===== src/sv/dsu_pkg.sv =====
`default_nettype none

package dsu_pkg;

    localparam int MAX_ELEMENTS = 1024;
    localparam int IDX_W        = $clog2(MAX_ELEMENTS);
    localparam int CNT_W        = IDX_W + 1;
    localparam int CMD_W        = 2;
    localparam int S_TDATA_W    = 24;
    localparam int M_TDATA_W    = 24;

    typedef logic [IDX_W-1:0] idx_t;
    typedef logic [CNT_W-1:0] cnt_t;
    typedef logic [CMD_W-1:0] op_t;

    localparam op_t CMD_UNITE     = 2'd0;
    localparam op_t CMD_CONNECTED = 2'd1;
    localparam op_t CMD_SIZE      = 2'd2;

    // read address select
    localparam logic [1:0] RD_A      = 2'd0;
    localparam logic [1:0] RD_B      = 2'd1;
    localparam logic [1:0] RD_PARENT = 2'd2;

    // write select
    localparam logic [1:0] WR_CLEAR    = 2'd0;
    localparam logic [1:0] WR_COMPRESS = 2'd1;
    localparam logic [1:0] WR_WINNER   = 2'd2;
    localparam logic [1:0] WR_LOSER    = 2'd3;

    // forest entry: a root keeps its group size, any other node its parent
    typedef struct packed {
        logic is_root;
        cnt_t val;
    } node_t;

    typedef struct packed {
        logic       load_item;
        logic       clr_start;
        logic       clr_step;
        logic       rd_en;
        logic [1:0] rd_sel;
        logic       phase;
        logic       latch_root;
        logic       wr_en;
        logic [1:0] wr_sel;
        logic       res_fault;
        logic       res_find;
        logic       count_dec;
        logic       load_out;
    } dsu_cmd_t;

    typedef struct packed {
        logic node_root;
        logic clr_last;
        logic item_fault;
        logic cmd_size;
        logic merge_needed;
        logic out_free;
    } dsu_stat_t;

endpackage

`default_nettype wire


===== src/sv/dsu_ctrl.sv =====
`default_nettype none

module dsu_ctrl import dsu_pkg::*; (
    input  wire logic      aclk,
    input  wire logic      aresetn,
    input  wire logic      in_valid,
    output logic           in_ready,
    input  wire logic      cfg_fire,
    input  wire dsu_stat_t stat,
    output dsu_cmd_t       ctl
);

    localparam logic [2:0] ST_CLEAR    = 3'd0;
    localparam logic [2:0] ST_IDLE     = 3'd1;
    localparam logic [2:0] ST_DISPATCH = 3'd2;
    localparam logic [2:0] ST_WALK     = 3'd3;
    localparam logic [2:0] ST_COMP     = 3'd4;
    localparam logic [2:0] ST_DECIDE   = 3'd5;
    localparam logic [2:0] ST_MERGE    = 3'd6;
    localparam logic [2:0] ST_RESP     = 3'd7;

    logic [2:0] state_reg, state_next;
    logic       phase_reg, phase_next;

    assign in_ready = (state_reg == ST_IDLE) && !cfg_fire;

    always_comb begin
        ctl        = '0;
        ctl.phase  = phase_reg;
        state_next = state_reg;
        phase_next = phase_reg;

        case (state_reg)
            ST_CLEAR: begin
                ctl.clr_step = 1'b1;
                ctl.wr_en    = 1'b1;
                ctl.wr_sel   = WR_CLEAR;
                if (stat.clr_last) begin
                    state_next = ST_IDLE;
                end
            end
            ST_IDLE: begin
                if (in_valid && in_ready) begin
                    ctl.load_item = 1'b1;
                    state_next    = ST_DISPATCH;
                end
            end
            ST_DISPATCH: begin
                if (stat.item_fault) begin
                    ctl.res_fault = 1'b1;
                    state_next    = ST_RESP;
                end else begin
                    ctl.rd_en  = 1'b1;
                    ctl.rd_sel = RD_A;
                    phase_next = 1'b0;
                    state_next = ST_WALK;
                end
            end
            ST_WALK: begin
                // follow parents up; at the root restart from the start node
                ctl.rd_en = 1'b1;
                if (stat.node_root) begin
                    ctl.latch_root = 1'b1;
                    ctl.rd_sel     = phase_reg ? RD_B : RD_A;
                    state_next     = ST_COMP;
                end else begin
                    ctl.rd_sel = RD_PARENT;
                end
            end
            ST_COMP: begin
                if (stat.node_root) begin
                    if (!phase_reg && !stat.cmd_size) begin
                        ctl.rd_en  = 1'b1;
                        ctl.rd_sel = RD_B;
                        phase_next = 1'b1;
                        state_next = ST_WALK;
                    end else begin
                        state_next = ST_DECIDE;
                    end
                end else begin
                    // point this node at the root, advance to its old parent
                    ctl.wr_en  = 1'b1;
                    ctl.wr_sel = WR_COMPRESS;
                    ctl.rd_en  = 1'b1;
                    ctl.rd_sel = RD_PARENT;
                end
            end
            ST_DECIDE: begin
                ctl.res_find = 1'b1;
                if (stat.merge_needed) begin
                    ctl.wr_en  = 1'b1;
                    ctl.wr_sel = WR_WINNER;
                    state_next = ST_MERGE;
                end else begin
                    state_next = ST_RESP;
                end
            end
            ST_MERGE: begin
                ctl.wr_en     = 1'b1;
                ctl.wr_sel    = WR_LOSER;
                ctl.count_dec = 1'b1;
                state_next    = ST_RESP;
            end
            ST_RESP: begin
                if (stat.out_free) begin
                    ctl.load_out = 1'b1;
                    state_next   = ST_IDLE;
                end
            end
            default: begin
                state_next = ST_CLEAR;
            end
        endcase

        if (cfg_fire) begin
            ctl.clr_start = 1'b1;
            state_next    = ST_CLEAR;
        end
    end

    always_ff @(posedge aclk) begin
        if (!aresetn) begin
            state_reg <= ST_CLEAR;
            phase_reg <= 1'b0;
        end else begin
            state_reg <= state_next;
            phase_reg <= phase_next;
        end
    end

endmodule

`default_nettype wire


===== config.mk =====
export PLATFORM = sky130hd
export DESIGN_NAME = dsu_ctrl
export DESIGN_NICKNAME = d
export VERILOG_FILES = /design/src/sv/dsu_pkg.sv /design/src/sv/dsu_ctrl.sv
export SDC_FILE = /design/constraint.sdc
export NUM_CORES = 1
export LEC_CHECK = 0
export BUFFER_PORTS_ARGS = -buffer_cell sky130_fd_sc_hd__buf_2
export CORE_AREA = 2 2 39 41
export CTS_CLUSTER_DIAMETER = 80
export DETAILED_ROUTE_END_ITERATION = 12
export DIE_AREA = 0 0 41 43
export GPL_ROUTABILITY_DRIVEN = 0
export PLACE_DENSITY = 0.75
export SLEW_MARGIN = 20
export SYNTH_ARGS = -nofsm -noshare
export SYNTH_HDL_FRONTEND = slang
export SYNTH_SLANG_ARGS = --single-unit

===== constraint.sdc =====
create_clock -name aclk -period 1.9 [get_ports aclk]
set_input_delay 0.38 -clock aclk [delete_from_list [all_inputs] [get_ports aclk]]
set_output_delay 0.38 -clock aclk [all_outputs]
set_load 0.005 [all_outputs]

# ---- After elaboration in Yosys (flattened, before gate mapping)
# Index checks and enable logic that the tools add are counted.
dict set report word_totals {
  wordCells 62
  input_bits 10
  out_inout_bits 16
  ff_bits 4
}
dict set report classes {
  muxes 34
  eq_ne 14
  reduce_logical 11
  bitwise 1
}
# op n
set op_table {}
lappend op_table {{2-to-1 mux 3 bit} 12}
lappend op_table {{case mux 3 bit (8 select lines)} 1}
lappend op_table {{2-to-1 mux 1 bit} 17}
lappend op_table {{equality test 3 bit (second input constant)} 4}
lappend op_table {{!= test 2 bit (second input constant)} 6}
lappend op_table {{case mux 3 bit (4 select lines)} 1}
lappend op_table {{case mux 3 bit (3 select lines)} 1}
lappend op_table {{equality test 3 x 2 -> 1 bit (second input constant)} 2}
lappend op_table {{AND reduction 5 bit} 1}
lappend op_table {{AND reduction 4 bit} 1}
lappend op_table {{equality test 3 x 1 -> 1 bit (second input constant)} 1}
lappend op_table {{logical AND 1 bit} 3}
lappend op_table {{logical NOT 1 bit} 3}
lappend op_table {{logical NOT 3 bit} 1}
lappend op_table {{2-to-1 mux 2 bit} 1}
lappend op_table {{!= test 2 x 1 -> 1 bit (second input constant)} 1}
lappend op_table {{case mux 1 bit (2 select lines)} 1}
lappend op_table {{nonzero test 2 bit} 1}
lappend op_table {{OR reduction 2 bit} 1}
lappend op_table {{NOT 1 bit} 1}

# ---- Logic depth before layout (Yosys ltp)
# Gate-level depths: netlist of the first run.
dict set report depth {
  ltp_word 5
  ltp_mapped 5
  depth_no_buf 4
}

# ---- Least setup slack after synthesis of the first run
# No wires, ideal clock.
dict set report synth_timing {
  path_kind {register -> output}
  start {register state_reg[1]}
  end {output port ctl[9] (netlist bit)}
  t_required_ns 1.520
  setup_slack_ns 0.471
  arrival_ns 1.049
  path_stages_with_launch 5
  n_path_buf 2
  cell_sequence {dfxtp_1 -> buf_2 -> clkbuf_1 -> nand4b_1 -> a21boi_0}
}
# item line_no
set synth_lines {}
lappend synth_lines {{from (decl)} dsu_ctrl.sv:22} ;# logic [2:0] state_reg, state_next;
lappend synth_lines {{from (signal assigned)} dsu_ctrl.sv:126} ;# state_reg <= state_next;
lappend synth_lines {{to (decl)} dsu_ctrl.sv:10} ;# output dsu_cmd_t ctl

==> flow_summary.json, run 1 <==
{
  "status": "finished, final reports clean",
  "totalWireLength_um": 1400,
  "gr-total-overflow": 0,
  "hp-start": "aresetn",
  "clock.fmax_mhz": 560,
  "fin_crit_sh_pct": 94.0,
  "pre_cts_slack_ns": 0.323,
  "worstPathRequired_ns": 1.52,
  "worst_hold_path_type": "input port to flop",
  "h-tree-depth": 1,
  "fillers": 146,
  "cts_root_buf": "clkbuf_4",
  "initial_core_util_pct": 36.2,
  "setup_viol": 0,
  "track_usage_pct": 17.2,
  "final_cell_mix": "25 x buf_2, 6 x nor2_1",
  "antenna_found_initial": 0,
  "finalNonFillerCells": 113,
  "drv_cap": 0,
  "ant_nets": 0,
  "fp.dieW_um": 41,
  "fin_tns_setup_ns": 0,
  "relSlewSlack_pct": 74.6,
  "numCtsBuffers": 3,
  "cts.path.max_buffers": 2,
  "synthAdderAreaFrac_pct": 0,
  "critPathLaunch": "state_reg[1]",
  "reg2reg_slack_ns": 0.30,
  "p_total_mw": 0.265,
  "post_cts_buffers": 0,
  "core_area_mm2": 0.00138,
  "max_stage_delay_ns": 0.51,
  "synth_top_family_by_area": "simple AND/OR/NAND/NOR gates",
  "io-pin-count": 26,
  "synth_xor_area_share_pct": 0,
  "nets": 109,
  "path_buf_inv": 2,
  "die_h_um": 43,
  "dp.cells": 110,
  "hold_viol": 0,
  "wire_per_inst_um": 12.4,
  "n_antenna_cell": 0,
  "criticalPathCategory": "flop to output pin",
  "fin_skew_ns": 0.0107,
  "worst_setup_path_end_kind": "output pin",
  "power_leakage_nw": 0.333,
  "cp_top_family": "flip-flops",
  "irDropWorstVdd_mv": 0.212,
  "grt_pass1_wl_um": 2060,
  "drt_iter0_markers": 22,
  "rows": 14,
  "ys.warnings.count": 0,
  "yosysUniqueCellTypes": 30,
  "slowest_stage": "dfxtp_1",
  "power_density_mw_per_mm2": 401,
  "worstPathArrival_ns": 1.41,
  "dieArea_mm2": 0.00176,
  "synthesis.area_um2": 500,
  "path_clk_slew_ns": 0.04,
  "synth_compound_area_share_pct": 29.5,
  "route.detailed.drc": 0,
  "period_needed_ns": 1.79,
  "path_cells": "buf_4 -> nand4b_1 -> a21boi_0 -> buf_2",
  "r2r_cells": 4,
  "via_count": 619,
  "final_common_cell": "buf_2",
  "vias_per_cell": 5.48,
  "r2r-end": "state_reg[0]",
  "tightest_slew_ns": 0.376,
  "crit_fanout": 11,
  "cp.depth": 4,
  "grt_max_degree": 14,
  "firstDrtPassIters": 4,
  "r2r_start": "state_reg[2]",
  "first_global_vias": 507,
  "cts_tree": "built",
  "io_buffers": 25,
  "synthesis.nets": 82,
  "synth_seq_cells": 4,
  "area_delta_synth_final_pct": 32.3,
  "worstSkewPairLatency_ns": 0.25,
  "drive_gt1_share_pct": 38.1,
  "place_area_um2": 636,
  "cts_sinks": 4,
  "dpl.hpwl_um": 1090,
  "crit_path_end": "ctl[9]",
  "synth_cells": 72,
  "rsz0062_at_grt": "no",
  "startpoint_type": "flop",
  "slew_violations": 0,
  "synth_area_per_cell_um2": 6.95,
  "synth.area.mux_share_pct": 2.25,
  "ys_seq_area_share_pct": 16.0,
  "postLayoutCellArea_um2": 662,
  "largest_reg_flops": 3,
  "setup_ws_ns": 0.113,
  "synthSimpleGateAreaFrac_pct": 44.3
}
## worst reg2reg max path, delay by kind of cell (launching register included)
family	cells	cell delay (ns)
AO/OA/AOI/OAI	3	0.74
flip-flops	1	0.50
AND/OR/NAND/NOR	1	0.23
## repair_timing
item	CTS	global route
hold buffers	0	0
endpoints found under the setup margin	0	1
gates resized for setup	0	2
## metal layers
layer / vias to the layer above / wire, um / GRT usage, %
li1: 310 / - / -
met1: 271 / 610 / 20.3
met2: 29 / 626 / 26.3
met3: 9 / 105 / 3.14
met4: 0 / 61 / 12.0
met5: - / 0 / 0
## how the worst min path moves through the flow
stage                      endpoint  slack, ns  cells after the start
final                     phase_reg       0.37                      2
after global routing      phase_reg       0.39                      2
after global placement    phase_reg       0.59                      1
after CTS                 phase_reg       0.37                      2
after floorplan           phase_reg       0.51                      1
after detailed placement  phase_reg       0.60                      1
## cells by family after synthesis
| group | Yosys count |
|---|---|
| DFF | 4 |
| buffers and inverters | 8 |
| AOI/OAI and AO/OA | 19 |
| and+or+nand+nor | 40 |
| muxes | 1 |
## through the flow
step | util, % | hold slack [ns]
detailed placement | 45.9 | 0.595
floorplan | - | 0.513
global route | 47.8 | 0.387
finish | 47.8 | 0.369
CTS | 47.6 | 0.373
global placement | 45.9 | 0.587
## cells in the mapped netlist
cell type  instances  area share [%]
nor2_1             7             5.3
nand2_1            5             3.8
nand3_1            5             5.0
nor2b_1            5             6.3
o21ai_0            5             5.0
and2_1             4             5.0
dfxtp_1            4              16
a21oi_1            3             3.0
and3_1             3             3.8
nor3_1             3             3.0
a21boi_0           2             3.0
buf_2              2             2.0
buf_4              2             3.0
clkbuf_1           2             1.5
inv_1              2             1.5
nand2b_1           2             2.5
nand4b_1           2             3.5
o211a_1            2             4.0
a21o_1             1             1.5
a221o_1            1             2.0
a2bb2o_4           1             4.0
mux2_2             1             2.2
nand2b_2           1             1.8
nand3b_1           1             1.5
nor3b_1            1             1.5
o211ai_1           1             1.5
o22ai_1            1             1.3
o311ai_0           1             1.8
o31ai_2            1             2.5
or2b_1             1             1.5
## power breakdown
group	switching [mW]	leakage (nW)	internal, mW	total [mW]
clock network	0.0415	0.0138	0.0711	0.113
registers	0.00461	0.0328	0.0863	0.0909
logic	0.0327	0.286	0.0290	0.0616
## area by class of cell
type / count / area, um2 / share of cell area, %
multi-input cells: 60 / 383 / 57.8
inverters: 2 / 7.51 / 1.13
well taps: 16 / 20.0 / 3.02
flip-flops and latches: 4 / 81.3 / 12.3
repair buffers: 28 / 148 / 22.3
clock buffers: 3 / 22.5 / 3.40
(Power assumes the default switching activity.)
==> run 2, diff against run 1 <==
REMOVE_ABC_BUFFERS = 1   (was default)
==> run 2 against run 1 <==
Combinational power grew 1%. Global-route usage grew 0.87 points. Register-to-register slack gained 0.08 ns. Total power shrank 3.1%. Clock power shrank 8%. Setup slack lost 0.017 ns. Critical path type unchanged. Clock skew shrank 0.0097 ns. Highest routed layer is now met3. Sequential power shrank 0.6%. Final area is the same. Critical path depth is the same. Worst hold slack gained 0.019 ns. Via count shrank 1.5%.
==> flow_summary.json, run 2 (synthesis results as in run 1) <==
{
  "antenna_found_initial": 0,
  "io-pin-count": 26,
  "path_clk_slew_ns": 0.04,
  "cts_tree": "built",
  "drt_iter0_markers": 26,
  "track_usage_pct": 18.0,
  "initial_core_util_pct": 36.2,
  "drive_gt1_share_pct": 38.1,
  "dpl.hpwl_um": 1050,
  "fin_crit_sh_pct": 94.9,
  "period_needed_ns": 1.80,
  "n_antenna_cell": 0,
  "irDropWorstVdd_mv": 0.351,
  "globalRouteMet1Util_pct": 23.6,
  "fin_tns_setup_ns": 0,
  "vias_per_cell": 5.40,
  "relSlewSlack_pct": 76.6,
  "top_usage_layer": "met2",
  "cts.path.max_buffers": 2,
  "firstDrtPassIters": 4,
  "cts_root_buf": "clkbuf_4",
  "fin_skew_ns": 0.000989,
  "first_global_vias": 535,
  "route.detailed.drc": 0,
  "numCtsBuffers": 3,
  "drv_cap": 0,
  "area_delta_synth_final_pct": 32.3,
  "r2r_start": "state_reg[2]",
  "slew_violations": 0,
  "die_h_um": 43,
  "clock.fmax_mhz": 554,
  "post_cts_buffers": 0,
  "totalWireLength_um": 1360,
  "fp.dieW_um": 41,
  "ant_nets": 0,
  "h-tree-depth": 1,
  "nets": 109,
  "largest_reg_flops": 3,
  "power_density_mw_per_mm2": 388,
  "worstPathArrival_ns": 1.42,
  "criticalPathCategory": "flop to output pin",
  "crit_fanout": 10,
  "startpoint_type": "flop",
  "power_leakage_nw": 0.333,
  "worst_hold_path_type": "input port to flop",
  "hp-start": "aresetn",
  "dieArea_mm2": 0.00176,
  "worst_setup_path_end_kind": "output pin",
  "wire_per_inst_um": 12.1,
  "via_count": 610,
  "final_common_cell": "buf_2",
  "grt_max_degree": 19,
  "tightest_slew_ns": 0.347,
  "grt_util_met3_pct": 9.42,
  "worstPathRequired_ns": 1.52,
  "hold_viol": 0,
  "status": "finished, final reports clean",
  "use_met2_pct": 26.6,
  "gr-total-overflow": 0,
  "final_cell_mix": "25 x buf_2, 6 x nor2_1",
  "grt_pass1_wl_um": 2200,
  "core_area_mm2": 0.00138,
  "critPathLaunch": "state_reg[0]",
  "p_total_mw": 0.257,
  "rsz0062_at_grt": "no",
  "rows": 14,
  "setup_viol": 0,
  "worstSkewPairLatency_ns": 0.23,
  "io_buffers": 25,
  "cts_sinks": 4
}
==> run 2: cell counts in the layout (fill, tap and decap cells not counted) <==
No cell type changed its count.
==> run 2: power by group <==
part	leakage, nW	total (mW)	internal, mW	switching [mW]
registers	0.0329	0.0904	0.0861	0.00423
logic	0.286	0.0623	0.0294	0.0330
clock network	0.0138	0.104	0.0706	0.0337
total	0.333	0.257	0.186	0.0709
==> run 2: final timing paths <==
check,to,slack [ns],depth (start not counted)
setup / recovery,ctl[9],0.1,4
hold / removal,phase_reg,0.39,2
setup reg to reg,state_reg[0],0.38,4
hold reg to reg,phase_reg,0.60,1
==> run 2: layout make-up <==
cell class | instances | area [um2]
multi-input combinational | 60 | 383
fill | 141 | 722
sequential | 4 | 81.3
timing repair buffer | 28 | 148
tap | 16 | 20.0
inverter | 2 | 7.51
clock buffer | 3 | 22.5
==> run 2: per-layer routing <==
metal	part of all wire (%)	vias up	wire (um)
li1	-	310	-
met1	47	271	638
met2	44	29	594
met3	9.7	0	132
met4	0	0	0
met5	0	-	0
==> run 2: per-stage QoR <==
| step | hold WS [ns] | cells | util (%) | cell area (um2) | worst slack (ns) |
|---|---|---|---|---|---|
| floorplan | 0.513 | 66 | - | 468 | 0.324 |
| global route | 0.402 | 113 | 47.8 | 662 | 0.0202 |
| global placement | 0.600 | 110 | 45.9 | 636 | 0.254 |
| detailed placement | 0.597 | 110 | 45.9 | 636 | 0.211 |
| finish | 0.388 | 113 | 47.8 | 662 | 0.0960 |
| CTS | 0.387 | 113 | 47.6 | 658 | 0.0676 |
==> run 2: worst max-delay path, stage by stage (launching register included) <==
cell and delay [ns]:
dfxtp_1 0.52, buf_4 0.22, nand4b_1 0.10, a21boi_0 0.20
buf_2 0.15
==> run 2: repair_timing <==
action                                  4_1_cts  5_1_grt
endpoints found under the setup margin        0        4
gates resized for setup                       0        2
hold buffers                                  0        0
